$ cat src/sv/ioct_pkg.sv
// Shared constants and types for the in-order completion tracker.
package ioct_pkg;

  localparam int MAX_ITEMS = 1024;
  localparam int ADDR_W    = $clog2(MAX_ITEMS);
  localparam int CNT_W     = 11;

  typedef logic [CNT_W-1:0]  count_t;
  typedef logic [ADDR_W-1:0] addr_t;

  typedef enum logic [1:0] {
    ST_OK    = 2'd0,
    ST_RANGE = 2'd1,
    ST_DUP   = 2'd2
  } status_t;

  typedef enum logic [2:0] {
    S_CLEAR,
    S_IDLE,
    S_CHECK,
    S_WREQ,
    S_WCHK
  } state_t;

  typedef struct packed {
    logic  we;
    addr_t waddr;
    logic  wdata;
    addr_t raddr;
  } map_req_t;

endpackage

$ cat src/sv/ioct_map.sv
// Completion bitmap: one write port and one registered read port.
module ioct_map (
  input  logic              clk,
  input  ioct_pkg::map_req_t req,
  output logic              rdata
);

  logic mem [ioct_pkg::MAX_ITEMS];

  always_ff @(posedge clk) begin
    if (req.we) begin
      mem[req.waddr] <= req.wdata;
    end
    rdata <= mem[req.raddr];
  end

endmodule

$ cat src/sv/ioct_ctrl.sv
// Sequencer that clears the bitmap, marks items and advances the prefix pointer.
module ioct_ctrl (
  input  logic                clk,
  input  logic                rst,
  input  logic                start,
  input  ioct_pkg::count_t    item_index,
  input  ioct_pkg::count_t    count_eff,
  input  logic                map_rdata,
  output ioct_pkg::map_req_t  map_req,
  output logic                busy,
  output logic                done,
  output ioct_pkg::count_t    prefix_length,
  output ioct_pkg::status_t   status
);

  ioct_pkg::state_t  state, state_next;
  ioct_pkg::count_t  ptr, ptr_next;
  ioct_pkg::count_t  idx, idx_next;
  ioct_pkg::addr_t   clr_addr, clr_addr_next;
  ioct_pkg::status_t status_next;
  logic              done_next;
  ioct_pkg::count_t  in_dec;
  ioct_pkg::count_t  idx_dec;
  ioct_pkg::count_t  ptr_inc;

  assign in_dec  = item_index - ioct_pkg::CNT_W'(1);
  assign idx_dec = idx - ioct_pkg::CNT_W'(1);
  assign ptr_inc = ptr + ioct_pkg::CNT_W'(1);

  always_ff @(posedge clk) begin
    if (rst) begin
      state    <= ioct_pkg::S_CLEAR;
      ptr      <= '0;
      clr_addr <= '0;
      done     <= 1'b0;
    end else begin
      state    <= state_next;
      ptr      <= ptr_next;
      clr_addr <= clr_addr_next;
      done     <= done_next;
    end
    idx    <= idx_next;
    status <= status_next;
  end

  always_comb begin
    state_next    = state;
    ptr_next      = ptr;
    idx_next      = idx;
    clr_addr_next = clr_addr;
    done_next     = 1'b0;
    status_next   = status;
    map_req       = '0;
    map_req.raddr = ptr[ioct_pkg::ADDR_W-1:0];
    case (state)
      ioct_pkg::S_CLEAR: begin
        map_req.we    = 1'b1;
        map_req.waddr = clr_addr;
        map_req.wdata = 1'b0;
        clr_addr_next = clr_addr + ioct_pkg::ADDR_W'(1);
        if (clr_addr == ioct_pkg::ADDR_W'(ioct_pkg::MAX_ITEMS - 1)) begin
          state_next = ioct_pkg::S_IDLE;
        end
      end
      ioct_pkg::S_IDLE: begin
        if (start) begin
          idx_next      = item_index;
          map_req.raddr = in_dec[ioct_pkg::ADDR_W-1:0];
          if (item_index == '0 || item_index > count_eff) begin
            done_next   = 1'b1;
            status_next = ioct_pkg::ST_RANGE;
          end else begin
            state_next = ioct_pkg::S_CHECK;
          end
        end
      end
      ioct_pkg::S_CHECK: begin
        if (map_rdata) begin
          done_next   = 1'b1;
          status_next = ioct_pkg::ST_DUP;
          state_next  = ioct_pkg::S_IDLE;
        end else begin
          map_req.we    = 1'b1;
          map_req.waddr = idx_dec[ioct_pkg::ADDR_W-1:0];
          map_req.wdata = 1'b1;
          status_next   = ioct_pkg::ST_OK;
          state_next    = ioct_pkg::S_WREQ;
        end
      end
      ioct_pkg::S_WREQ: begin
        if (ptr < count_eff) begin
          map_req.raddr = ptr[ioct_pkg::ADDR_W-1:0];
          state_next    = ioct_pkg::S_WCHK;
        end else begin
          done_next  = 1'b1;
          state_next = ioct_pkg::S_IDLE;
        end
      end
      ioct_pkg::S_WCHK: begin
        if (map_rdata) begin
          ptr_next = ptr_inc;
          if (ptr_inc < count_eff) begin
            map_req.raddr = ptr_inc[ioct_pkg::ADDR_W-1:0];
          end else begin
            done_next  = 1'b1;
            state_next = ioct_pkg::S_IDLE;
          end
        end else begin
          done_next  = 1'b1;
          state_next = ioct_pkg::S_IDLE;
        end
      end
      default: begin
        state_next = ioct_pkg::S_IDLE;
      end
    endcase
  end

  assign busy          = (state != ioct_pkg::S_IDLE);
  assign prefix_length = ptr;

endmodule

$ cat src/sv/in_order_completion_tracker_top.sv
// Top level of the in-order completion tracker.
// Each item names one completed entry, numbered 1 to the configured count.
// The tracker answers with the longest run 1..k of completed entries.
// Input: an item is taken at a clock edge where start is high and busy low.
// Output: done is high for one cycle with prefix_length and status valid.
// Status is accepted, index out of range, or duplicate ignored.
// An out-of-range item answers in the next cycle. A duplicate answers from
// the check state, using the bitmap read issued when the item was taken. An
// accepted item is written in the check state, then the prefix pointer walks
// from the write-request state through the pointer-walk state, one entry per
// read, so its time is set by how many entries the pointer passes.
// The bitmap lives in one memory with a single read and a single write port.
// After reset a clearing pass writes every bitmap entry with busy high;
// configuration writes are still taken during the pass.
// The count register resets to 1024 and is written with cfg_write high.
// The receiver cannot stall, so each result must be taken when done is high.
module in_order_completion_tracker_top (
  input  logic                      clk,
  input  logic                      rst,
  input  logic                      cfg_write,
  input  logic [ioct_pkg::CNT_W-1:0] cfg_data,
  input  logic                      start,
  input  logic [ioct_pkg::CNT_W-1:0] item_index,
  output logic                      busy,
  output logic                      done,
  output logic [ioct_pkg::CNT_W-1:0] prefix_length,
  output logic [1:0]                status
);

  ioct_pkg::count_t   item_count;
  ioct_pkg::count_t   count_eff;
  ioct_pkg::map_req_t map_req;
  ioct_pkg::status_t  status_q;
  logic               map_rdata;

  always_ff @(posedge clk) begin
    if (rst) begin
      item_count <= ioct_pkg::CNT_W'(1024);
    end else if (cfg_write) begin
      item_count <= cfg_data;
    end
  end

  assign count_eff = (item_count > ioct_pkg::CNT_W'(ioct_pkg::MAX_ITEMS)) ?
                     ioct_pkg::CNT_W'(ioct_pkg::MAX_ITEMS) : item_count;

  ioct_ctrl u_ctrl (
    .clk           (clk),
    .rst           (rst),
    .start         (start),
    .item_index    (item_index),
    .count_eff     (count_eff),
    .map_rdata     (map_rdata),
    .map_req       (map_req),
    .busy          (busy),
    .done          (done),
    .prefix_length (prefix_length),
    .status        (status_q)
  );

  ioct_map u_map (
    .clk   (clk),
    .req   (map_req),
    .rdata (map_rdata)
  );

  assign status = status_q;

endmodule

$ cat config.mk
export PLATFORM = sky130hd
export DESIGN_NAME = in_order_completion_tracker_top
export DESIGN_NICKNAME = d
export VERILOG_FILES = /design/src/sv/ioct_pkg.sv /design/src/sv/ioct_map.sv /design/src/sv/ioct_ctrl.sv /design/src/sv/in_order_completion_tracker_top.sv
export SDC_FILE = /design/constraint.sdc
export NUM_CORES = 2
export LEC_CHECK = 0
export BUFFER_PORTS_ARGS = -buffer_cell sky130_fd_sc_hd__buf_2
export CORE_ASPECT_RATIO = 0.6
export CORE_MARGIN = 5
export CORE_UTILIZATION = 45
export CTS_BUF_LIST = sky130_fd_sc_hd__clkbuf_8
export DETAILED_ROUTE_END_ITERATION = 16
export GPL_ROUTABILITY_DRIVEN = 0
export PLACE_DENSITY = 0.62
export SLEW_MARGIN = 10
export SYNTH_ARGS = -nofsm -noshare
export SYNTH_HDL_FRONTEND = slang
export SYNTH_SLANG_ARGS = --single-unit
$ cat constraint.sdc
create_clock -name clk -period 16.7 [get_ports clk]
set_input_delay 3.34 -clock clk [delete_from_list [all_inputs] [get_ports clk]]
set_output_delay 3.34 -clock clk [all_outputs]
set_load 0.02 [all_outputs]
==> flow_summary.yaml <==
timing:
  max_slew_margin: 0.00149
  fin_crit_sh: 0.536
  min_period_ns: 8.96
  hold_violations: 0
  rsz0062_at_grt: "no"
  fin_setup_tns_ns: 0
  drv_slew: 0
  tightest_slew_ns: 1.48
  fmax_mhz: 112
  setup_viol: 0
  skew_ns: 0.0516
global_route:
  grt.total_usage: 0.270
  grt-ovfl-total: 0
  first_global_vias: 33206
  grt_pass1_wl_mm: 228
  grt_start_max_net_pins: 292
  antenna_found_initial: 5
routing:
  vias: 36266
  vias_per_cell: 6.07
  wl_per_cell_um: 26.8
  drt_iter0_drc: 5595
  drtAntennaViolNets: 0
  drcViolationCount: 0
  firstDrtPassIters: 6
  routed_wirelength_mm: 160
critical_path:
  critPathCaptureType: "flip-flop"
  crit_fanout: 40
  reg2reg_slack_ns: 7.74
  reg2reg_depth: 22
  r2r-end: "u_map.rdata"
  crit_arrival_ns: 9.63
  cp-startpoint: "u_ctrl.prefix_length[1]"
  worstPathCellList: "ha_1, nand3_1, nor2_1, nand3_1, or2_2, xnor2_1, ha_1, and3_1, nand2_1, a211oi_1, o32ai_4, buf_4, nor3_2, buf_4, buf_4, nand3_1, nand4_1, a21oi_1, nor4_1, nor3b_1, nand4_1, o211ai_2"
  required_ns: 17.37
  slowest_delay_ns: 1.27
  slowest_stage: "nor4_1"
  worstSetupPathType: "reg2reg"
  r2r-start: "u_ctrl.prefix_length[1]"
  critPathLaunchType: "flip-flop"
layout:
  fin_util: 0.490
  drive_gt1_frac: 0.0810
  multi_input_area_um2: 15400
  seq_area_um2: 31900
  fin_nets: 4506
  fillCellCount: 9926
  area_delta_synth_final_pct: 8.08
die:
  initial_core_util: 0.454
  die_h_um: 265
  dieWidth_um: 435
  die_area_um2: 115000
  rows: 93
  ioPinCount: 41
  core_area_um2: 107000
yosys:
  synth.most_common_cell: "nor2_1"
  syn_avg_cell_area_um2: 10.7
  yosys_register_bits: 1073
  synth_flop_cell: "edfxtp_1"
  synth_top_cells_by_area: "edfxtp_1 (64%), nor2_1 (8.5%), nand2_1 (6.8%)"
  postSynth.asyncResetShare: 0
  syn_inst: 4555
  yosysUniqueCellTypes: 75
  synth.cell_area_um2: 48700
  synth_seq_area_share: 0.654
  yosys.area.top_type: "edfxtp_1"
  netlist_top_cells_count: "nor2_1 (1100), edfxtp_1 (1036), nand2_1 (885), nand3_1 (307), clkbuf_1 (198)"
  yosysTopAreaCellShare: 0.639
  yosys_warnings: 0
  syn_nets: 4616
  synth-edff-count: 1036
cts:
  clockBufferDepth: 3
  ctsHoldBuffers: 0
  root_buffer: "clkbuf_8"
  clkSinkCount: 1073
  post_cts_buffers: 0
  clk_latency_ns: 0.87
  h-tree-depth: 4
  clkTransAtPathRegs_ns: 0.07
  cts_resized: 0
  numCtsBuffers: 154
  cts_tree: "done"
min_path:
  min-delay-start: "item_count[8]"
  worstHoldPathCells: 2
  hold_class: "reg2reg"
  holdPathEnd: "item_count[8]"
status:
  violations: "max-capacitance violations"
  status: "complete, but fails checks"
power:
  p_leak_uw: 0.0165
  powerDensity_nw_per_um2: 100
  p_total_uw: 5280
  ir_drop_mv: 0.0671
placed_design:
  dp_hpwl_mm: 81.5
  portBuffers: 40
run:
  maxCapViolations: 1
-- state kept, by name, indices dropped and copies added (netlist names) --
register / flops
u_map.mem: 1024
item_count: 11
u_ctrl.prefix_length: 11
u_ctrl.clr_addr: 10
u_ctrl.idx: 10
u_ctrl.state: 3
u_ctrl.status: 2
u_ctrl.done: 1
u_map.rdata: 1
-- critical path: cells and delay by family (launching register included) --
kind | cells | cell delay [ns]
AO/OA/AOI/OAI | 4 | 1.50
XOR/XNOR | 1 | 0.18
adder cells (fa/ha/maj) | 2 | 0.78
buffers and inverters | 3 | 1.65
flip-flops | 1 | 0.59
AND/OR/NAND/NOR | 12 | 4.01
-- where the power goes --
| group | switching, uW | leakage (uW) | internal, uW |
|---|---|---|---|
| clock network | 1030 | 0.00158 | 888 |
| registers | 10.3 | 0.00788 | 2920 |
| logic | 336 | 0.00703 | 94.6 |
| total | 1380 | 0.0165 | 3900 |
-- worst max-delay path by stage --
stage / to / slack [ns] / cells after the start
after floorplan: u_map.mem[323] / 1.70 / 11
after global placement: u_map.rdata / 7.62 / 17
after detailed placement: u_map.rdata / 7.56 / 18
after CTS: u_map.rdata / 8.26 / 21
after global routing: u_map.rdata / 7.66 / 22
final: u_map.rdata / 7.74 / 22
-- through the flow --
stage	hold slack (ns)	std cells	area, um^2	setup WS [ns]
after floorplan	0.460	4555	48700	1.70
after global placement	0.475	5714	50000	7.62
after detailed placement	0.488	5714	50000	7.56
after CTS	0.503	5971	52600	8.26
after global routing	0.528	5973	52600	7.66
final	0.499	5979	52600	7.74
-- placed cells by master, fill, tap and decap left out, types with 6 or more instances in the layout --
| cell type | Yosys | routed |
|---|---|---|
| nand3_1 | 307 | 307 |
| edfxtp_1 | 1036 | 1036 |
| clkinv_1 | 0 | 14 |
| nor2_1 | 1100 | 1099 |
| dfxtp_1 | 37 | 37 |
| xnor2_1 | 24 | 24 |
| and3_1 | 29 | 29 |
| nand2_2 | 0 | 18 |
| o31ai_1 | 6 | 6 |
| buf_4 | 18 | 80 |
| xor2_1 | 13 | 13 |
| a311oi_1 | 14 | 13 |
| o211ai_1 | 11 | 11 |
| nor3_1 | 29 | 24 |
| a21oi_1 | 87 | 84 |
| nand2_1 | 885 | 851 |
| a21o_1 | 11 | 11 |
| buf_2 | 83 | 40 |
| a211oi_1 | 8 | 8 |
| nand4_1 | 85 | 85 |
| nand2b_1 | 7 | 7 |
| nand2_4 | 1 | 17 |
| a31oi_1 | 30 | 30 |
| inv_1 | 13 | 79 |
| nor4_1 | 15 | 15 |
| mux2i_1 | 130 | 130 |
| clkbuf_8 | 0 | 162 |
| a32oi_1 | 93 | 93 |
| o21a_1 | 12 | 12 |
| ha_1 | 35 | 35 |
| clkinvlp_4 | 0 | 6 |
| a22oi_1 | 14 | 14 |
| or3_1 | 12 | 12 |
| diode_2 | 0 | 8 |
| a221oi_1 | 7 | 7 |
| o21ai_0 | 33 | 33 |
| clkinv_2 | 0 | 6 |
-- area by class of cell --
cell class | instances | area share
Inverter | 13 | 0.00107
Multi-Input combinational cell | 3079 | 0.293
Clock inverter | 95 | 0.00754
Clock buffer | 162 | 0.0424
Timing Repair Buffer | 124 | 0.0167
Sequential cell | 1073 | 0.605
Tap cell | 1425 | 0.0339
Antenna cell | 8 | 0.000380
-- routing by layer --
| metal | vias to the layer above | GRT usage | share of wire |
|---|---|---|---|
| li1 | 15769 | - | - |
| met1 | 18032 | 0.402 | 0.42 |
| met2 | 2197 | 0.372 | 0.41 |
| met3 | 266 | 0.0940 | 0.14 |
| met4 | 2 | 0.0782 | 0.024 |
| met5 | - | 0 | 0.000056 |
-- cell families (layout without fill, tap and decap cells) --
group	count (synthesis)	in the layout	share of synthesized area
compound gates	371	371	0.0550
xor+xnor	37	37	0.00666
fa+ha+maj	35	35	0.00900
buf+inv	403	394	0.0357
flops	1073	1073	0.654
mux	130	130	0.0267
other cells	0	8	0
simple gates	2506	2506	0.213
(Power assumes the default switching activity.)
